### config.mk
export PLATFORM = sky130hd
export DESIGN_NAME = aarm_div_cell
export DESIGN_NICKNAME = d
export VERILOG_FILES = /design/src/design/aarm_pkg.sv /design/src/design/aarm_div_cell.sv
export SDC_FILE = /design/constraint.sdc
export NUM_CORES = 1
export LEC_CHECK = 0
export CAP_MARGIN = 20
export CORE_AREA = 2 2 171 173
export CTS_CLUSTER_SIZE = 30
export DETAILED_ROUTE_END_ITERATION = 6
export DIE_AREA = 0 0 173 175
export DONT_BUFFER_PORTS = 1
export GPL_TIMING_DRIVEN = 0
export PLACE_DENSITY = 0.6
export SLEW_MARGIN = 30
export SYNTH_ARGS = -nofsm -noshare
export SYNTH_HDL_FRONTEND = slang
export SYNTH_SLANG_ARGS = --single-unit
export TNS_END_PERCENT = 10
### constraint.sdc
create_clock -name clk -period 4.5 [get_ports clk]
set_input_delay 0.45 -clock clk [delete_from_list [all_inputs] [get_ports clk]]
set_output_delay 0.45 -clock clk [all_outputs]
set_load 0.05 [all_outputs]
### src/design/aarm_pkg.sv
`default_nettype none

package aarm_pkg;

  typedef struct packed {
    logic signed [23:0] angle;
    logic signed [15:0] axis_x;
    logic signed [15:0] axis_y;
    logic signed [15:0] axis_z;
  } in_t;

  typedef struct packed {
    logic [1:0]         row_index;
    logic signed [15:0] elem0;
    logic signed [15:0] elem1;
    logic signed [15:0] elem2;
    logic signed [15:0] elem3;
    logic               last_row;
    logic               axis_error;
  } out_t;

  // normalized axis info carried along the square root chain
  typedef struct packed {
    logic [2:0][15:0] mag;
    logic [2:0]       sgn;
    logic             err;
    logic [4:0]       m;
  } axis_info_t;

  typedef struct packed {
    axis_info_t         info;
    logic signed [31:0] z0;
    logic               flip;
  } sq_side_t;

  typedef struct packed {
    logic [2:0]         sgn;
    logic               err;
    logic signed [31:0] z0;
    logic               flip;
  } dv_side_t;

  typedef struct packed {
    logic [2:0][31:0] u;
    logic             err;
    logic             flip;
  } cd_side_t;

  localparam int SQ_SIDE_W = $bits(sq_side_t);
  localparam int DV_SIDE_W = $bits(dv_side_t);
  localparam int CD_SIDE_W = $bits(cd_side_t);

  localparam int SQ_N_W   = 62;
  localparam int SQ_RES_W = 63;
  localparam int SQ_STEPS = 31;
  localparam int DIV_W    = 31;
  localparam int DIV_STEPS = 31;
  localparam int LANES    = 3;
  localparam int CORD_W   = 34;
  localparam int ATAN_N   = 24;

  localparam logic [24:0] ANG_BIAS    = 25'd8432640;  // 183 full turns
  localparam logic [24:0] TURN_UNITS  = 25'd46080;
  localparam logic [14:0] RECIP_TURN  = 15'd23302;    // ceil(2^20/45)
  localparam logic [38:0] RECIP_45    = 39'd390937467654; // ceil(2^44/45)
  localparam logic signed [CORD_W-1:0] CORDIC_GAIN = 34'sd652032874;
  localparam logic signed [34:0] Q30_ONE = 35'sd1073741824;
  localparam logic signed [15:0] Q14_ONE = 16'sd16384;
  localparam logic [1:0] ROW_LAST = 2'd3;

  localparam logic [31:0] ATAN_TURNS [ATAN_N] = '{
    32'h20000000, 32'h12E4051E, 32'h09FB385B, 32'h051111D4, 32'h028B0D43, 32'h0145D7E1,
    32'h00A2F61E, 32'h00517C55, 32'h0028BE53, 32'h00145F2F, 32'h000A2F98, 32'h000517CC,
    32'h00028BE6, 32'h000145F3, 32'h0000A2F9, 32'h0000517C, 32'h000028BE, 32'h0000145F,
    32'h00000A2F, 32'h00000517, 32'h0000028B, 32'h00000145, 32'h000000A2, 32'h00000051
  };

  function automatic logic [15:0] abs16(input logic signed [15:0] a);
    return a[15] ? 16'(-a) : 16'(a);
  endfunction

  // Q30 -> Q2.14, round half up, saturate
  function automatic logic signed [15:0] sat_q14(input logic signed [36:0] v);
    logic signed [37:0] rnd;
    logic signed [21:0] sh;
    rnd = 38'(v) + 38'sd32768;
    sh  = 22'(rnd >>> 16);
    if (sh > 22'sd32767) begin
      return 16'sd32767;
    end else if (sh < -22'sd32768) begin
      return -16'sd32768;
    end else begin
      return 16'(sh);
    end
  endfunction

endpackage

`default_nettype wire

### src/design/aarm_div_cell.sv
`default_nettype none

// one quotient bit of the three axis divisions by the root
module aarm_div_cell #(
  parameter int SIDE_W = 1
) (
  input  wire logic                                              clk,
  input  wire logic                                              rst_n,
  input  wire logic                                              en,
  input  wire logic                                              v_i,
  input  wire logic [aarm_pkg::LANES-1:0][aarm_pkg::DIV_W-1:0]   rem_i,
  input  wire logic [aarm_pkg::LANES-1:0]                        bit_i,
  input  wire logic [aarm_pkg::LANES-1:0][aarm_pkg::DIV_W-1:0]   quo_i,
  input  wire logic [aarm_pkg::DIV_W-1:0]                        den_i,
  input  wire logic [SIDE_W-1:0]                                 side_i,
  output logic                                                   v_o,
  output logic [aarm_pkg::LANES-1:0][aarm_pkg::DIV_W-1:0]        rem_o,
  output logic [aarm_pkg::LANES-1:0][aarm_pkg::DIV_W-1:0]        quo_o,
  output logic [aarm_pkg::DIV_W-1:0]                             den_o,
  output logic [SIDE_W-1:0]                                      side_o
);

  logic                                             v_r;
  logic [aarm_pkg::LANES-1:0][aarm_pkg::DIV_W-1:0]  rem_r, rem_nxt;
  logic [aarm_pkg::LANES-1:0][aarm_pkg::DIV_W-1:0]  quo_r, quo_nxt;
  logic [aarm_pkg::DIV_W-1:0]                       den_r;
  logic [SIDE_W-1:0]                                side_r;
  logic [aarm_pkg::DIV_W:0]                         trial;
  logic                                             ge;

  always_comb begin
    rem_nxt = rem_i;
    quo_nxt = quo_i;
    trial   = '0;
    ge      = 1'b0;
    for (int k = 0; k < aarm_pkg::LANES; k++) begin
      trial = {rem_i[k], bit_i[k]};
      ge    = trial >= {1'b0, den_i};
      rem_nxt[k] = ge ? aarm_pkg::DIV_W'(trial - {1'b0, den_i})
                      : trial[aarm_pkg::DIV_W-1:0];
      quo_nxt[k] = {quo_i[k][aarm_pkg::DIV_W-2:0], ge};
    end
  end

  always_ff @(posedge clk) begin
    if (!rst_n) begin
      v_r <= 1'b0;
    end else if (en) begin
      v_r <= v_i;
    end
  end

  always_ff @(posedge clk) begin
    if (en) begin
      rem_r  <= rem_nxt;
      quo_r  <= quo_nxt;
      den_r  <= den_i;
      side_r <= side_i;
    end
  end

  assign v_o    = v_r;
  assign rem_o  = rem_r;
  assign quo_o  = quo_r;
  assign den_o  = den_r;
  assign side_o = side_r;

endmodule

`default_nettype wire

== Word level (Yosys, flattened, before mapping) ==
Index checks and enable logic that the tools add are counted.

* Register bits after elaboration: 219
* Word-level logic and storage cells: 18

* Add/subtract/negate cells: 3
* Order comparisons: 3
* Multiplexer cells: 3

{| class="wikitable"
|+ Operators with widths
! kind !! count
|-
| >= comparator 32 x 31 -> 1 bit || 3
|-
| two-way mux 31 bit || 3
|-
| subtractor 31 bit || 3
|}

== Logic depth before layout (Yosys ltp) ==
* Word-level depth: 2
* Mapped depth: 14

== Least setup slack after synthesis ==
Ideal clock, no wire load.

* Path kind: input to register
* From: input port den_i[7] in the netlist's numbering
* To: register rem_r (netlist bit rem_o[14]) (data pin)
* Data arrival time: 2.678 ns
* Setup time: 0.260 ns
* Slack: 1.562 ns
* Stages: 11
* Path buffers: 2
* Cell sequence: inv_1 > ha_1 > buf_6 > a2111o_1 > o21ai_2 > nand4_2 > a31oi_4 > nand2_1 > a211oi_2 > buf_4 > mux2_2

{| class="wikitable"
|+ RTL lines
! item !! line !! source
|-
| start: declaration || aarm_div_cell.sv:14 || <nowiki>input wire logic [aarm_pkg::DIV_W-1:0] den_i,</nowiki>
|-
| end signal: assignment || aarm_div_cell.sv:55 || <nowiki>rem_r <= rem_nxt;</nowiki>
|-
| end: declaration || aarm_div_cell.sv:24 || <nowiki>logic [aarm_pkg::LANES-1:0][aarm_pkg::DIV_W-1:0] rem_r, rem_nxt;</nowiki>
|}

==> results.yml <==
floorplan:
  die_area_sq_um: 30300
  fp.dieH_um: 175
  die_x_um: 173
  initial_utilization_pct: 44.1
  rows: 62
  core_sq_um: 28400
  io_pins: 444
logic_synthesis:
  ys_seq_area_share_pct: 52.4
  ys_types: 67
  syn_nets: 1468
  synth_area_per_cell_sq_um: 10.9
  ys_ff_latch: 219
  async_reset_ff_share_pct: 0
  synthFlopType: "edfxtp_1"
  synthCells: 1147
  syn_area_sq_um: 12500
  synth-warning-count: 0
  synth_edf_count: 218
place:
  place.gp.congestion: 0.896
  placement.io_buffers: 0
  hpwlAfterDp_mm: 29.9
final_layout:
  post-route-util_pct: 53.1
  areaGrowthSynthToFinish_pct: 20.3
  layout.nets: 1616
  drive_gt1_share_pct: 5.33
  diodes: 0
  num-fill-cells: 2524
cts:
  clk_pin_slew_worst_paths_ps: 60
  root_buffer: "clkbuf_16"
  post-cts-setup-buffers: 0
  htreeDepth: 1
  clk_path_buf_depth: 3
  clock_sinks: 219
  cts_inserted_buffers: 24
  tritoncts: "built"
  clkLatencyLatePin_ps: 520
critical_path:
  cp-end-kind: "register"
  cp_slowest_cell: "clkbuf_1"
  critPathMaxStageDelay_ps: 520
  cp_top_family: "compound AO/OA/AOI/OAI gates"
  critPathLaunchType: "input pin"
  worstPathRequired_ps: 4730
  crit_top_cell: "a21oi_1"
  path_class: "input pin to register"
  path_buf_inv: 2
  crit_arrival_ps: 3400
  crit_path_cell_trace: "inv_1 > ha_1 > a21oi_1 > o221ai_1 > a21oi_1 > nand3_1 > a211oi_1 > o21bai_1 > a21boi_1 > clkbuf_1 > o21ai_0"
  crit_fanout: 10
run:
  cap_violations: 0
pwr:
  comb_power_share_pct: 15.8
  seqPwrFrac_pct: 52.7
  p_clk_share_pct: 31.6
  leakagePower_nw: 5.79
  power.density_nw_per_um2: 438
  p_sw_share_pct: 35.5
  p_int_mw: 4.26
  ir_drop_mv: 0.313
  p_switching_mw: 2.35
global_route:
  use_met1_pct: 27.5
  grt_max_degree: 220
  busiest_layer: "met2"
  grt_pass1_wl_mm: 58.2
  grtUsageMet2_pct: 45.7
  globalRoute.totalOverflow: 0
  grt_usage_pct: 25.3
  grt_pass1_vias: 9689
  antenna_found_initial: 0
  met3_usage_pct: 8.12
sta:
  fmax_ghz: 0.315
  timing.setup.tns_ps: 0
  fin_crit_sh_pct: 70.6
  maxSlewHeadroom_pct: 53.0
  slew_violations: 0
  setup_viol: 0
  rsz0062_at_grt: "false"
  fin_skew_ps: 0
  min_period_ps: 3180
  hold_viol_final: 0
  worst_pin_slew_ps: 705
detailed_routing:
  vias: 9595
  drt-initial-drc-count: 557
  route.detailed.wl_per_inst_um: 23.4
  ant_nets: 0
  via_per_inst: 5.65
  drc: 0
  wl_mm: 39.7
  dr.pass1.iters: 5
status:
  status: "finished clean"
worst_hold_path:
  hold_path_class: "input pin to register"
## final cells by class
cell class | count | area [sq um] | area share (%)
Timing Repair Buffer | 122 | 1220 | 8.11
Buffer | 39 | 178 | 1.18
Clock buffer | 26 | 629 | 4.18
Multi-Input combinational cell | 833 | 5570 | 37.0
Inverter | 56 | 210 | 1.40
Clock inverter | 18 | 208 | 1.38
Sequential cell | 219 | 6570 | 43.6
Tap cell | 384 | 480 | 3.19
## metrics by stage
step	cell area (sq um)	cells	total power, mW	hold slack, ps	setup slack [ps]
detailed placement	13000	1531	4.46	549	698
CTS	15100	1697	6.65	15.7	1250
global placement	13000	1531	4.45	549	733
finish	15100	1697	6.60	38.0	1320
global route	15100	1697	6.87	5.69	936
floorplan	12500	1147	4.18	549	1560
## cells in the final DEF (no fill, tap or decap), drive strengths merged, types with 13 or more instances in the layout
| master | n |
|---|---|
| nor2 | 53 |
| dlygate4sd3 | 122 |
| nand2b | 13 |
| ha | 93 |
| nor3 | 14 |
| nand2 | 138 |
| o21ai | 124 |
| nand3 | 20 |
| xor2 | 35 |
| inv | 58 |
| edfxtp | 218 |
| a21oi | 83 |
| nand4 | 22 |
| clkbuf | 54 |
| a21o | 34 |
| xnor2 | 43 |
## synthesized netlist by cell type, types with 4 or more instances
cell	instances	area [sq um]
xor2_1	35	307
buf_4	4	30.0
o21a_1	9	67.6
nor2b_1	12	75.1
nor2_1	53	199
o31a_1	6	52.6
a211oi_1	11	82.6
and2_1	6	37.5
mux2_2	6	67.6
nor3_1	14	70.1
ha_1	93	1160
nand2b_1	13	81.3
nand4_1	21	131
a31oi_1	10	62.6
o21ai_0	121	606
inv_1	54	203
and3_1	8	50.1
o211ai_1	6	45.0
a21o_1	34	255
a21boi_0	6	45.0
edfxtp_1	218	6550
a21oi_1	82	410
clkbuf_1	27	101
nand2_1	138	518
nand3_1	20	100
o21bai_1	9	67.6
o31ai_1	9	67.6
buf_2	6	30.0
xnor2_1	43	377
or3_1	6	37.5
## path summary, 6_finish.rpt
kind	cells past startpoint	to	start	slack [ps]
worst max register to register	2	v_o	v_o	3500
worst max-delay path	11	rem_o[91]	den_i[12]	1320
worst min-delay path	0	rem_o[57]	en	40
worst min register to register	2	v_o	v_o	810
## registers in the layout (all words and copies together) (netlist names)
name    flops
quo_o      93
v_o         1
rem_o      93
den_o      31
side_o      1
## layer usage
layer  vias up  routed length, um
met4         0               1500
met1      4556              14600
met3        75               3400
met2       380              20200
li1       4584                  -
met5         -                  0
## power groups by stage
stage	clock network [mW]	registers, mW	logic, mW
floorplan	0	3.45	0.730
global placement	0	3.52	0.931
detailed placement	0	3.52	0.940
CTS	2.14	3.48	1.04
global route	2.22	3.49	1.17
finish	2.08	3.48	1.04
## cell families (layout without fill, tap and decap cells)
kind of cell / Yosys count / count (layout) / synth area share (%)
XOR/XNOR: 78 / 78 / 5.45
flip-flops: 219 / 219 / 52.4
AO/OA/AOI/OAI: 338 / 338 / 16.7
multiplexers: 9 / 9 / 0.819
AND/OR/NAND/NOR: 312 / 312 / 11.7
buffers and inverters: 95 / 261 / 3.10
adder cells (fa/ha/maj): 96 / 96 / 9.77
## worst register-to-register path: stages (launching register included)
cell	delay, ps
dfxtp_1	640
mux2i_1	140
nor2b_1	150
## what timing repair did
action | in CTS | in global routing
hold buffers | 122 | 0
endpoints found under the hold margin | 122 | 0
resized for setup | 0 | 0
No activity file was read; power rests on OpenSTA's default activity.
