`config.mk`:
```
export PLATFORM = sky130hd
export DESIGN_NAME = aarm_cordic_cell
export DESIGN_NICKNAME = d
export VERILOG_FILES = /design/src/design/aarm_pkg.sv /design/src/design/aarm_cordic_cell.sv
export SDC_FILE = /design/constraint.sdc
export NUM_CORES = 1
export LEC_CHECK = 0
export BUFFER_PORTS_ARGS = -buffer_cell sky130_fd_sc_hd__clkbuf_2
export CAP_MARGIN = 25
export CORE_UTILIZATION = 45
export DETAILED_ROUTE_END_ITERATION = 10
export GPL_TIMING_DRIVEN = 0
export PLACE_DENSITY = 0.69
export SYNTH_ARGS = -nofsm -noshare
export SYNTH_HDL_FRONTEND = slang
export SYNTH_SLANG_ARGS = --single-unit
```
`constraint.sdc`:
```
create_clock -name clk -period 3.6 [get_ports clk]
set_input_delay 0.36 -clock clk [delete_from_list [all_inputs] [get_ports clk]]
set_output_delay 0.36 -clock clk [all_outputs]
set_load 0.02 [all_outputs]
```
`src/design/aarm_pkg.sv`:
```
`default_nettype none

package aarm_pkg;

  typedef struct packed {
    logic signed [23:0] angle;
    logic signed [15:0] axis_x;
    logic signed [15:0] axis_y;
    logic signed [15:0] axis_z;
  } in_t;

  typedef struct packed {
    logic [1:0]         row_index;
    logic signed [15:0] elem0;
    logic signed [15:0] elem1;
    logic signed [15:0] elem2;
    logic signed [15:0] elem3;
    logic               last_row;
    logic               axis_error;
  } out_t;

  // normalized axis info carried along the square root chain
  typedef struct packed {
    logic [2:0][15:0] mag;
    logic [2:0]       sgn;
    logic             err;
    logic [4:0]       m;
  } axis_info_t;

  typedef struct packed {
    axis_info_t         info;
    logic signed [31:0] z0;
    logic               flip;
  } sq_side_t;

  typedef struct packed {
    logic [2:0]         sgn;
    logic               err;
    logic signed [31:0] z0;
    logic               flip;
  } dv_side_t;

  typedef struct packed {
    logic [2:0][31:0] u;
    logic             err;
    logic             flip;
  } cd_side_t;

  localparam int SQ_SIDE_W = $bits(sq_side_t);
  localparam int DV_SIDE_W = $bits(dv_side_t);
  localparam int CD_SIDE_W = $bits(cd_side_t);

  localparam int SQ_N_W   = 62;
  localparam int SQ_RES_W = 63;
  localparam int SQ_STEPS = 31;
  localparam int DIV_W    = 31;
  localparam int DIV_STEPS = 31;
  localparam int LANES    = 3;
  localparam int CORD_W   = 34;
  localparam int ATAN_N   = 24;

  localparam logic [24:0] ANG_BIAS    = 25'd8432640;  // 183 full turns
  localparam logic [24:0] TURN_UNITS  = 25'd46080;
  localparam logic [14:0] RECIP_TURN  = 15'd23302;    // ceil(2^20/45)
  localparam logic [38:0] RECIP_45    = 39'd390937467654; // ceil(2^44/45)
  localparam logic signed [CORD_W-1:0] CORDIC_GAIN = 34'sd652032874;
  localparam logic signed [34:0] Q30_ONE = 35'sd1073741824;
  localparam logic signed [15:0] Q14_ONE = 16'sd16384;
  localparam logic [1:0] ROW_LAST = 2'd3;

  localparam logic [31:0] ATAN_TURNS [ATAN_N] = '{
    32'h20000000, 32'h12E4051E, 32'h09FB385B, 32'h051111D4, 32'h028B0D43, 32'h0145D7E1,
    32'h00A2F61E, 32'h00517C55, 32'h0028BE53, 32'h00145F2F, 32'h000A2F98, 32'h000517CC,
    32'h00028BE6, 32'h000145F3, 32'h0000A2F9, 32'h0000517C, 32'h000028BE, 32'h0000145F,
    32'h00000A2F, 32'h00000517, 32'h0000028B, 32'h00000145, 32'h000000A2, 32'h00000051
  };

  function automatic logic [15:0] abs16(input logic signed [15:0] a);
    return a[15] ? 16'(-a) : 16'(a);
  endfunction

  // Q30 -> Q2.14, round half up, saturate
  function automatic logic signed [15:0] sat_q14(input logic signed [36:0] v);
    logic signed [37:0] rnd;
    logic signed [21:0] sh;
    rnd = 38'(v) + 38'sd32768;
    sh  = 22'(rnd >>> 16);
    if (sh > 22'sd32767) begin
      return 16'sd32767;
    end else if (sh < -22'sd32768) begin
      return -16'sd32768;
    end else begin
      return 16'(sh);
    end
  endfunction

endpackage

`default_nettype wire

```
`src/design/aarm_cordic_cell.sv`:
```
`default_nettype none

// one CORDIC rotation stage, direction from the sign of z
module aarm_cordic_cell #(
  parameter int IDX    = 0,
  parameter int SIDE_W = 1
) (
  input  wire logic                                   clk,
  input  wire logic                                   rst_n,
  input  wire logic                                   en,
  input  wire logic                                   v_i,
  input  wire logic signed [aarm_pkg::CORD_W-1:0]     x_i,
  input  wire logic signed [aarm_pkg::CORD_W-1:0]     y_i,
  input  wire logic signed [aarm_pkg::CORD_W-1:0]     z_i,
  input  wire logic [SIDE_W-1:0]                      side_i,
  output logic                                        v_o,
  output logic signed [aarm_pkg::CORD_W-1:0]          x_o,
  output logic signed [aarm_pkg::CORD_W-1:0]          y_o,
  output logic signed [aarm_pkg::CORD_W-1:0]          z_o,
  output logic [SIDE_W-1:0]                           side_o
);

  localparam logic signed [aarm_pkg::CORD_W-1:0] ATAN =
    $signed(aarm_pkg::CORD_W'(aarm_pkg::ATAN_TURNS[IDX]));

  logic                                  v_r;
  logic signed [aarm_pkg::CORD_W-1:0]    x_r, x_nxt, y_r, y_nxt, z_r, z_nxt;
  logic signed [aarm_pkg::CORD_W-1:0]    dx, dy;
  logic [SIDE_W-1:0]                     side_r;

  always_comb begin
    dx = y_i >>> IDX;
    dy = x_i >>> IDX;
    if (!z_i[aarm_pkg::CORD_W-1]) begin
      x_nxt = x_i - dx;
      y_nxt = y_i + dy;
      z_nxt = z_i - ATAN;
    end else begin
      x_nxt = x_i + dx;
      y_nxt = y_i - dy;
      z_nxt = z_i + ATAN;
    end
  end

  always_ff @(posedge clk) begin
    if (!rst_n) begin
      v_r <= 1'b0;
    end else if (en) begin
      v_r <= v_i;
    end
  end

  always_ff @(posedge clk) begin
    if (en) begin
      x_r    <= x_nxt;
      y_r    <= y_nxt;
      z_r    <= z_nxt;
      side_r <= side_i;
    end
  end

  assign v_o    = v_r;
  assign x_o    = x_r;
  assign y_o    = y_r;
  assign z_o    = z_r;
  assign side_o = side_r;

endmodule

`default_nettype wire

```
# After elaboration in Yosys (flattened, before gate mapping)
# Cells that the tools add are included.
# totals
regBits,104
in_bits,107
output_inout_bits,104
elab_cells,13
# op_classes
addsub,5
n_mux,3
# ops
operator,n
$mux W34,3
$sub A34 B34 Y34,2
$add A34 B31 Y34 const B,1
$add A34 B34 Y34,1
$sub A34 B31 Y34 const B,1

# Logic depth before layout (Yosys ltp)
# Gate-level depths: netlist of run 1.
# depth
word_depth,2
mapped_depth,14
mapped_depth_nobuf,12

# Worst setup path after synthesis of run 1
# Ideal clock, no wire load.
# synth_path
path_kind,input-to-reg
from,input port x_i[8] (netlist bit)
to,"register x_r, in the netlist x_o[30] (data pin)"
setup_ps,258
t_arrival_ps,2806
required_time_ps,3342
setup_slack_ps,537
path_stages,12
n_path_buf,1
cell_sequence,inv_1 > ha_1 > buf_6 > or3_1 > or3_4 > o211ai_2 > nand3_2 > a311oi_4 > a41oi_2 > o41ai_2 > a31oi_1 > xnor2_1
# synth_between
elab_chain_len,2
# synth_rtl
element,line,text
start: declaration,aarm_cordic_cell.sv:12,"input wire logic signed [aarm_pkg::CORD_W-1:0] x_i,"
$sub A34 B34 Y34 or $add A34 B34 Y34 (tied branches),"aarm_cordic_cell.sv:35, aarm_cordic_cell.sv:39",
$mux W34 *,aarm_cordic_cell.sv:34,if (!z_i[aarm_pkg::CORD_W-1]) begin
"named net x_nxt, one bit",aarm_cordic_cell.sv:27,"logic signed [aarm_pkg::CORD_W-1:0] x_r, x_nxt, y_r, y_nxt, z_r, z_nxt;"
end signal: assignment,aarm_cordic_cell.sv:55,x_r <= x_nxt;
end: declaration,aarm_cordic_cell.sv:27,
# The timed path passes the listed nets; every way through them passes the cells marked *.
# A chain may end at the register's enable or synchronous reset.

# Final worst setup path of run 1
# layout_path
from,input port x_i[4] (netlist bit)
to,"register x_r, in the netlist x_o[26] (data pin)"
# The elaborated chain is that of the path after synthesis.

==> run summary, run 1 <==
Synthesis
* syn avg cell area: 9.19 um2
* number of warning messages in the yosys log: 0
* fraction of synthesized area in multiplexers: 1.93%
* Synth Register Bits: 103
* share of the yosys chip area belonging to registers: 35.0%
* largest family of logic cells by synthesized area: compound AO/OA/AOI/OAI gates
* Synthesized Nets: 1172
* share of synthesized cell area in and, or, nand and nor gates: 10.3%
* Yosys top cell area share: 34.8%
* synth top area cells: sky130_fd_sc_hd__edfxtp_1 (35%), sky130_fd_sc_hd__ha_1 (15%), sky130_fd_sc_hd__a21oi_1 (7.1%), sky130_fd_sc_hd__xnor2_1 (5.9%), sky130_fd_sc_hd__inv_1 (4.1%)
* post-synthesis cell type with the largest combined area: sky130_fd_sc_hd__edfxtp_1
* count of unique library cells instantiated by Yosys: 72
* post-synthesis cell area: 0.00880 mm2
* Synth Area in Compound Gates: 23.9%
* proportion of register bits with asynchronous set or reset after synthesis: 0%
* Adder-Cell Fraction of Synth Area: 15.5%
* cells after synthesis: 958
* Post-synth EDFFs: 102
* Most used DFF post-synth: sky130_fd_sc_hd__edfxtp_1
* xor/xnor share of the synthesized area: 6.67%

CTS
* maximum root-to-sink buffer count: 2
* clock tree from TritonCTS: built
* CTS Buf Count: 9
* post-cts hold buffer count: 0
* clock-pin slew on the worst setup and hold paths: 80 ps
* Clock Sinks: 103
* level count of the clock H-tree: 3
* later-pin clock latency in the skew report: 350 ps
* root buffer cell: sky130_fd_sc_hd__clkbuf_16

Worst hold path
* worst min-delay path class: in2reg

Critical path
* data required time at the worst endpoint: 3700 ps
* terminus of the critical flop-to-flop path: v_o$_SDFFE_PN0P_
* arrival time of the worst setup path: 3600 ps
* r2r setup slk: 3000 ps
* Worst Path Max Fanout: 10
* startpoint type of the worst setup path: input pin
* nature of the critical path endpoint: register
* launch point of the critical path: x_i[4]
* R2R cell count: 2
* last element of the critical path: x_o[26]$_DFFE_PP_
* Critical Setup Path Class: in2reg
* startpoint of the most critical register-to-register path: v_o$_SDFFE_PN0P_

Power
* power per standard cell area: 393 mW/mm2
* static leakage power: 4.76 nW
* Peak supply drop: 0.000224 V

Final layout
* Cell Count, Final, Fillers Out: 1445
* commonest cells after routing, fill and taps aside: sky130_fd_sc_hd__clkbuf_2 (209), sky130_fd_sc_hd__a21oi_1 (125), sky130_fd_sc_hd__ha_1 (103)
* layout overhead on the synthesized area: 19.3%
* count of inserted antenna diode cells: 0
* most common library cell in the layout ignoring fill and taps: sky130_fd_sc_hd__clkbuf_2
* number of filler instances in the final layout: 1778
* number of nets in the final layout: 1394
* fraction of layout instances using a drive strength above 1: 22.2%

GRT
* global-route wire length before repair: 41100 um
* maximum number of pins on one net before global-route repair: 65
* combined global-route utilization of all metal layers: 26.6%
* Overflow after GRT: 0
* antenna violations before repair: 0
* via count of the first global-routing pass: 7807

Job
* count of max-cap constraint violations: 0

Routing
* average vias per placed instance: 5.63
* Vias: 8130
* drt first pass iters: 6
* post-detailed-route count of antenna-violating nets: 0
* Remaining DRCs: 0
* average wire per standard cell: 18.6 um
* 1st-iter DRT viols: 659
* wire length reported by the detailed router: 26800 um

Timing
* Final setup violation count: 0
* minimum period implied by the final worst setup slack: 3500 ps
* setup repair after global routing missed its margin: false
* final number of max-transition violations: 0
* Clock Skew: 0 ps
* Final period util: 97.2%
* relative max-transition margin: 33.0%
* total count of hold-check failures in the final report: 0
* least setup slack across all paths after layout: 102 ps
* setup TNS: 0 ps
* Max Clock Freq: 286 MHz
* Worst Tran Pin Value: 1010 ps

Placement
* placer's final routability congestion estimate: 0.911
* Detail Placement HPWL: 20900 um
* number of placed instances with taps included: 1429
* count of input and output buffers: 210
* dpl ws: -257 ps

Floorplan
* Total Die Area: 0.0201 mm2
* area of the core: 0.0190 mm2
* die outline height: 142 um
* starting utilization of the core area: 46.4%
* die width: 142 um
* I/O pins: 211
* number of placement rows: 50

Status
* status: complete, no violations

==> power by group <==
group,internal [W],switching (W)
clock network,0.000481,0.000488
registers,0.00154,0.0000441
logic,0.000548,0.00102
total,0.00257,0.00155
==> how the worst min path moves through the flow <==
| stage | from | end | slack, ps | cells past startpoint |
|---|---|---|---|---|
| floorplan | side_i | side_o$_DFFE_PP_ | 460 | 0 |
| global placement | v_o$_SDFFE_PN0P_ | v_o$_SDFFE_PN0P_ | 500 | 2 |
| detailed placement | v_o$_SDFFE_PN0P_ | v_o$_SDFFE_PN0P_ | 520 | 2 |
| CTS | z_i[5] | z_o[5]$_DFFE_PP_ | 160 | 1 |
| global route | z_i[5] | z_o[5]$_DFFE_PP_ | 150 | 1 |
| finish | z_i[5] | z_o[5]$_DFFE_PP_ | 170 | 1 |
==> registers in the layout, summed over array words and instances (netlist names) <==
signal,count
y_o,33
z_o,34
x_o,34
v_o,1
side_o,1
==> final cells by class <==
type,count,area (um2),share of cell area [%]
multi-input cells,706,5140,49.0
flip-flops and latches,103,3080,29.4
repair buffers,212,1090,10.4
inverters,104,390,3.72
well taps,260,325,3.10
clock buffers,10,229,2.18
plain buffers,44,189,1.80
clock inverters,6,52.6,0.500
==> layer usage <==
layer / share of wire, % / up-vias / track usage (%)
met4: 2.2 / 0 / 9.11
met2: 47 / 383 / 45.2
li1: - / 3879 / -
met3: 8.0 / 47 / 4.79
met5: 0 / - / 0
met1: 43 / 3821 / 33.9
==> timing repair <==
item | 4_1_cts | 5_1_grt
gates resized for setup | 0 | 1
setup buffers | 0 | 1
endpoints found under the setup margin | 0 | 4
==> worst max-delay path: stages <==
cell and delay (ps):
sky130_fd_sc_hd__clkbuf_2 120, sky130_fd_sc_hd__inv_1 50, sky130_fd_sc_hd__ha_1 320, sky130_fd_sc_hd__clkbuf_1 250
sky130_fd_sc_hd__nand2_1 130, sky130_fd_sc_hd__nand2_1 90, sky130_fd_sc_hd__o41a_1 460, sky130_fd_sc_hd__a311o_1 450
sky130_fd_sc_hd__a311oi_1 540, sky130_fd_sc_hd__o211ai_1 300, sky130_fd_sc_hd__a21oi_1 220, sky130_fd_sc_hd__a21oi_1 120
sky130_fd_sc_hd__xnor2_1 180
==> cell families after synthesis <==
family,Yosys count
mux,17
simple gates,192
compound gates,323
fa+ha+maj,107
flops,103
xor+xnor,67
buf+inv,149
==> metrics by stage <==
step	total power [W]	area, um2	utilization, %	hold WS, ps
5_1_grt	0.00433	10500	55.4	153
3_5_place_dp	0.00315	10200	53.9	519
6_report	0.00412	10500	55.4	168
3_3_place_gp	0.00314	10200	53.7	498
4_1_cts	0.00414	10500	55.3	157
2_1_floorplan	0.00263	8800	-	459
==> synth_stat cells (all sizes together) (13+ instances only) <==
| cell type | number |
|---|---|
| nor2 | 68 |
| xnor2 | 59 |
| edfxtp | 102 |
| inv | 102 |
| nand3 | 15 |
| buf | 13 |
| nand2b | 13 |
| o21bai | 24 |
| ha | 103 |
| o21ai | 54 |
| mux2i | 17 |
| a21oi | 126 |
| a21o | 19 |
| a211oi | 15 |
| clkbuf | 32 |
| nand2 | 44 |
No activity file was read; power rests on OpenSTA's default activity.
==> run 2, diff against run 1 <==
Settings changed: ABC_AREA set to 1, PLACE_DENSITY 0.69 to 0.67.
==> run 2 against run 1 <==
Against the previous run: die area grew 20%; critical path depth is the same; fmax grew 41%; sequential share of layout area shrank 4.4 points; sequential cell count is the same; count of clock-buffer cells in the layout shrank 1; clock skew is the same; routed wire length grew 39%; worst hold slack lost 6.6 ps; largest power group is now combinational cells.
==> run summary, run 2 <==
Synthesis
* share of the yosys chip area belonging to registers: 29.1%
* post-synthesis cell type with the largest combined area: sky130_fd_sc_hd__edfxtp_1
* largest family of logic cells by synthesized area: simple AND/OR/NAND/NOR gates
* Synth Area in Compound Gates: 14.5%
* Most used DFF post-synth: sky130_fd_sc_hd__edfxtp_1
* syn avg cell area: 6.94 um2
* proportion of register bits with asynchronous set or reset after synthesis: 0%
* most repeated cell in the gate-level netlist after synthesis: sky130_fd_sc_hd__nand2_1
* share of synthesized cell area in and, or, nand and nor gates: 30.7%
* xor/xnor share of the synthesized area: 2.07%
* count of unique library cells instantiated by Yosys: 46
* Synthesized Nets: 1739
* Yosys top cell area share: 29.0%
* Adder-Cell Fraction of Synth Area: 12.9%
* Post-synth EDFFs: 102
* fraction of synthesized area in multiplexers: 0.0946%
* Synth Register Bits: 103
* commonest cells in the synthesized netlist: sky130_fd_sc_hd__nand2_1 (401), sky130_fd_sc_hd__inv_1 (202), sky130_fd_sc_hd__nand3_1 (140)
* synth top area cells: sky130_fd_sc_hd__edfxtp_1 (29%), sky130_fd_sc_hd__nand2_1 (14%), sky130_fd_sc_hd__ha_1 (12%), sky130_fd_sc_hd__inv_1 (7.2%), sky130_fd_sc_hd__nand3_1 (6.6%)
* number of warning messages in the yosys log: 0
* cells after synthesis: 1525
* post-synthesis cell area: 0.0106 mm2

GRT
* via count of the first global-routing pass: 10100
* Overflow after GRT: 0
* global-route wire length before repair: 56000 um
* global routing usage on met2: 49.3%
* layer with the highest usage after global routing: met2
* antenna violations before repair: 0
* combined global-route utilization of all metal layers: 30.9%
* met1 track demand over resource: 44.3%
* maximum number of pins on one net before global-route repair: 74
* GR Layer Usage met3: 3.29%

CTS
* post-cts hold buffer count: 0
* Clock Sinks: 103
* CTS Buf Count: 9
* root buffer cell: sky130_fd_sc_hd__clkbuf_16
* buffers inserted during post-CTS setup optimization: 0
* number of gates resized after cts: 0
* level count of the clock H-tree: 3
* clock tree from TritonCTS: built
* later-pin clock latency in the skew report: 360 ps
* clock-pin slew on the worst setup and hold paths: 90 ps
* maximum root-to-sink buffer count: 2

Worst hold path
* hold path start: z_i[5]
* hold-critical path depth: 1
* worst min-delay path class: in2reg

Final layout
* most common library cell in the layout ignoring fill and taps: sky130_fd_sc_hd__nand2_1
* commonest cells after routing, fill and taps aside: sky130_fd_sc_hd__nand2_1 (401), sky130_fd_sc_hd__clkbuf_2 (208), sky130_fd_sc_hd__inv_1 (202)
* count of inserted antenna diode cells: 0
* layout overhead on the synthesized area: 16.7%
* number of nets in the final layout: 1960
* fraction of layout instances using a drive strength above 1: 19.0%
* Cell Count, Final, Fillers Out: 2064

Timing
* minimum hold slack: 161 ps
* setup TNS: 0 ps
* setup repair after global routing missed its margin: false
* Clock Skew: 0 ps
* minimum period implied by the final worst setup slack: 2490 ps
* final number of max-transition violations: 0
* Worst Tran Pin Value: 870 ps
* total count of hold-check failures in the final report: 0
* Final period util: 69.0%
* Max Clock Freq: 402 MHz
* Final setup violation count: 0
* relative max-transition margin: 42.0%
* least setup slack across all paths after layout: 1110 ps

Critical path
* stage delay of the slowest cell on the critical path: 530 ps
* cell-by-cell listing of the critical path: clkbuf_2 -> ha_1 -> fa_1 -> inv_1 -> nor2_1 -> nor2_1 -> o21ai_2 -> nand2_1 -> nand2_1 -> nand2_1 -> nand3_1 -> nand3_1 -> nand2_1
* crit path max-delay cell type: sky130_fd_sc_hd__fa_1
* R2R cell count: 2
* Critical Setup Path Class: in2reg
* launch point of the critical path: x_i[0]
* count of buffering cells on the critical path with inverters included: 2
* data required time at the worst endpoint: 3720 ps
* Critical Path Most Common Cell: sky130_fd_sc_hd__nand2_1
* Worst Path Max Fanout: 5
* startpoint of the most critical register-to-register path: v_o$_SDFFE_PN0P_
* number of cells on the critical path: 13
* arrival time of the worst setup path: 2610 ps
* nature of the critical path endpoint: register
* family with the most delay on the worst path: simple AND/OR/NAND/NOR gates
* startpoint type of the worst setup path: input pin

Power
* Peak supply drop: 0.000181 V
* post-layout total power: 0.00442 W
* static leakage power: 6.26 nW
* power per standard cell area: 358 mW/mm2

Job
* count of max-cap constraint violations: 0

Floorplan
* die outline height: 155 um
* starting utilization of the core area: 46.3%
* die width: 155 um
* Total Die Area: 0.0241 mm2
* number of placement rows: 55
* I/O pins: 211
* area of the core: 0.0228 mm2

Placement
* dpl ws: 791 ps
* Detail Placement HPWL: 30900 um
* placer's final routability congestion estimate: 0.989
* number of placed instances with taps included: 2048
* count of input and output buffers: 209

Routing
* Remaining DRCs: 0
* post-detailed-route count of antenna-violating nets: 0
* average wire per standard cell: 18.1 um
* drt first pass iters: 5
* average vias per placed instance: 5.37
* Vias: 11100
* wire length reported by the detailed router: 37300 um
* 1st-iter DRT viols: 882

Status
* status: complete, no violations

==> run 2: cell types whose count changed after synthesis, moves of 16 or more <==
cell / previous run / this run
sky130_fd_sc_hd__xnor2_1: 59 / 0
sky130_fd_sc_hd__nand2_1: 44 / 401
sky130_fd_sc_hd__nand3_1: 14 / 140
sky130_fd_sc_hd__inv_1: 97 / 202
sky130_fd_sc_hd__mux2i_1: 17 / 1
sky130_fd_sc_hd__o21ai_0: 44 / 74
sky130_fd_sc_hd__xor2_1: 8 / 25
sky130_fd_sc_hd__nor2_1: 68 / 126
sky130_fd_sc_hd__o21ai_1: 9 / 25
sky130_fd_sc_hd__clkbuf_1: 32 / 7
sky130_fd_sc_hd__buf_4: 1 / 17
==> run 2: path summary, 6_finish.rpt <==
check / to / slack (ps)
worst min-delay path: z_o[5]$_DFFE_PP_ / 160
worst min register to register: v_o$_SDFFE_PN0P_ / 540
worst max register to register: v_o$_SDFFE_PN0P_ / 2970
worst max-delay path: x_o[28]$_DFFE_PP_ / 1110
==> run 2: cell families (layout without fill, tap and decap cells) <==
group,Yosys count,after routing
xor+xnor,25,25
flops,103,103
mux,1,1
fa+ha+maj,107,107
compound gates,278,278
buf+inv,263,489
simple gates,748,748
==> run 2: report_power, final <==
part / internal, W / switching (W)
Combinational: 0.000565 / 0.00128
Clock: 0.000493 / 0.000547
Sequential: 0.00151 / 0.0000372
Total: 0.00256 / 0.00186
==> run 2: final cells by class <==
| type | count | area (um2) |
|---|---|---|
| buffer | 45 | 302 |
| clock buffer | 9 | 225 |
| clock inverter | 7 | 77.6 |
| fill | 2325 | 10500 |
| inverter | 218 | 821 |
| multi-input combinational | 1159 | 6370 |
| sequential | 103 | 3080 |
| tap | 313 | 392 |
| timing repair buffer | 210 | 1080 |
==> run 2: stage by stage <==
stage	util, %	area, um2
3_5_place_dp	52.7	12000
3_3_place_gp	52.6	12000
5_1_grt	54.1	12300
6_report	54.1	12300
2_1_floorplan	-	10600
4_1_cts	54.1	12300
==> run 2: routing by layer <==
layer	vias up	share of wire, %
met5	-	0
met4	0	2.1
met3	52	7.1
met2	472	44
met1	5125	47
li1	5442	-
==> run 3, diff against run 2 <==
Settings changed: ABC_AREA 1 to 0, PLACE_DENSITY 0.67 to 0.69.
Clock period 3.6 ns to 2.3 ns, I/O delays scaled along.
==> run 3 against run 2 <==
Against the previous run: the run now ends with negative setup slack left; sequential power up 62%; via count down 24%; die area down 17%; cell count down 27%; final area down 0.44%; clock skew unchanged; largest power group unchanged; global-route usage down 3.1 points.
==> run summary, run 3 (synthesis gave the netlist of run 1 again) <==
Critical path
* crit path max-delay cell type: sky130_fd_sc_hd__or3_4
* count of buffering cells on the critical path with inverters included: 3
* cell-by-cell listing of the critical path: buf_8 -> inv_4 -> ha_4 -> or3_4 -> or3_4 -> a21oi_4 -> o21ai_4 -> a211oi_4 -> o21ai_4 -> o41ai_4 -> buf_4 -> a41oi_2 -> xnor2_1
* Critical Setup Path Class: in2reg
* data required time at the worst endpoint: 2390 ps
* stage delay of the slowest cell on the critical path: 380 ps
* arrival time of the worst setup path: 2870 ps
* family with the most delay on the worst path: compound AO/OA/AOI/OAI gates
* nature of the critical path endpoint: register
* Worst Path Max Fanout: 4
* startpoint type of the worst setup path: input pin

Power
* static leakage power: 5.31 nW
* switching share of total power: 37.7%
* cell internal pwr: 0.00451 W
* power per standard cell area: 588 mW/mm2
* power dissipated by switching net loads: 0.00272 W
* Clock power frac: 22.9%
* sequential group share of total power: 34.4%
* Peak supply drop: 0.000332 V
* part of the total power dissipated in combinational logic: 42.7%

Final layout
* most common library cell in the layout ignoring fill and taps: sky130_fd_sc_hd__clkbuf_2
* number of filler instances in the final layout: 1582
* number of nets in the final layout: 1447
* commonest cells after routing, fill and taps aside: sky130_fd_sc_hd__clkbuf_2 (194), sky130_fd_sc_hd__edfxtp_1 (102), sky130_fd_sc_hd__a21oi_1 (99)
* fraction of layout instances using a drive strength above 1: 38.6%
* count of inserted antenna diode cells: 0
* layout overhead on the synthesized area: 39.7%

Job
* count of max-cap constraint violations: 0

Timing
* Clock Skew: 0 ps
* Final setup violation count: 36
* Max Clock Freq: 360 MHz
* total count of hold-check failures in the final report: 0
* Final period util: 121%
* setup repair after global routing missed its margin: true
* setup TNS: -10320 ps
* minimum hold slack: 44.7 ps
* relative max-transition margin: 22.8%
* final number of max-transition violations: 0
* least setup slack across all paths after layout: -475 ps
* Worst Tran Pin Value: 1160 ps
* minimum period implied by the final worst setup slack: 2770 ps

Routing
* drt first pass iters: 6
* Vias: 8425
* post-detailed-route count of antenna-violating nets: 0
* average vias per placed instance: 5.62
* Remaining DRCs: 0
* wire length reported by the detailed router: 29100 um
* average wire per standard cell: 19.4 um
* 1st-iter DRT viols: 619

CTS
* post-cts hold buffer count: 0
* Clock Sinks: 103
* maximum root-to-sink buffer count: 2
* clock tree from TritonCTS: built
* later-pin clock latency in the skew report: 350 ps
* CTS Buf Count: 9
* level count of the clock H-tree: 3
* root buffer cell: sky130_fd_sc_hd__clkbuf_16
* clock-pin slew on the worst setup and hold paths: 80 ps

Floorplan
* Total Die Area: 0.0201 mm2
* starting utilization of the core area: 46.4%
* die width: 142 um
* die outline height: 142 um
* number of placement rows: 50
* I/O pins: 211
* area of the core: 0.0190 mm2

GRT
* via count of the first global-routing pass: 8215
* global-route wire length before repair: 43000 um
* combined global-route utilization of all metal layers: 27.8%
* Overflow after GRT: 0
* maximum number of pins on one net before global-route repair: 69
* antenna violations before repair: 0

Placement
* dpl ws: -1290 ps
* count of input and output buffers: 210
* Detail Placement HPWL: 21400 um
* placer's final routability congestion estimate: 0.964

Status
* failing checks: negative setup slack
* status: finished with violations

Worst hold path
* worst min-delay path class: in2reg

==> run 3: changes by cell type in the layout (fill, tap and decap cells not counted), sizes merged, moves of 11 or more <==
cell / delta
mux2i: +16
o21bai: +14
a211oi: +14
buf: +51
nor2: -76
nor2b: +11
nand3: -128
inv: -116
o21ai: -48
nand2b: +13
xnor2: +59
xor2: -17
nand2: -370
==> run 3: worst paths after layout <==
path,from,endpoint,slack [ps],cells after the start
min reg2reg,v_o$_SDFFE_PN0P_,v_o$_SDFFE_PN0P_,550,2
max,x_i[6],x_o[33]$_DFFE_PP_,-470,13
max reg2reg,v_o$_SDFFE_PN0P_,v_o$_SDFFE_PN0P_,1690,2
min,z_i[2],z_o[2]$_DFFE_PP_,40,1
==> run 3: stage by stage <==
step	area (um2)	power [W]	utilization, %	cells
2_1_floorplan	9090	0.00419	-	958
3_3_place_gp	10500	0.00503	55.2	1428
3_5_place_dp	10500	0.00504	55.4	1429
4_1_cts	11500	0.00693	60.7	1465
5_1_grt	12300	0.00754	64.9	1498
6_report	12300	0.00723	64.9	1498
==> run 3: what timing repair did <==
item / CTS / global route
gates cloned: 0 / 0
gates resized for setup: 98 / 145
buffers inserted: 29 / 38
setup endpoints to repair: 45 / 43
pin swaps: 55 / 79
endpoints found under the hold margin: 0 / 0
==> run 3: cell type report <==
type	count	area (um2)	share of cell area [%]
Multi-Input combinational cell	706	6180	50.2
Sequential cell	103	3080	25.1
Timing Repair Buffer	277	1750	14.2
Inverter	104	452	3.67
Tap cell	260	325	2.65
Clock buffer	9	225	1.83
Buffer	32	185	1.51
Clock inverter	7	95.1	0.773
==> run 3: power groups by stage <==
stage | registers [W] | clock network (W) | logic (W)
after CTS | 0.00249 | 0.00168 | 0.00276
after global placement | 0.00253 | 0 | 0.00250
final | 0.00249 | 0.00166 | 0.00309
after floorplan | 0.00287 | 0 | 0.00132
after detailed placement | 0.00253 | 0 | 0.00251
after global routing | 0.00251 | 0.00174 | 0.00329
==> run 3: metal layers <==
metal	up-vias	global-route usage, %	routed length [um]
met5	-	0	0
met4	0	11.8	961
met3	73	4.29	1920
met2	401	48.0	13900
met1	3968	34.4	12300
li1	3983	-	-
==> run 3: worst reg2reg max path, cell delays in order (launching register included) <==
cell,delay [ps]
sky130_fd_sc_hd__dfxtp_1,310
sky130_fd_sc_hd__mux2i_1,130
sky130_fd_sc_hd__nor2b_1,70
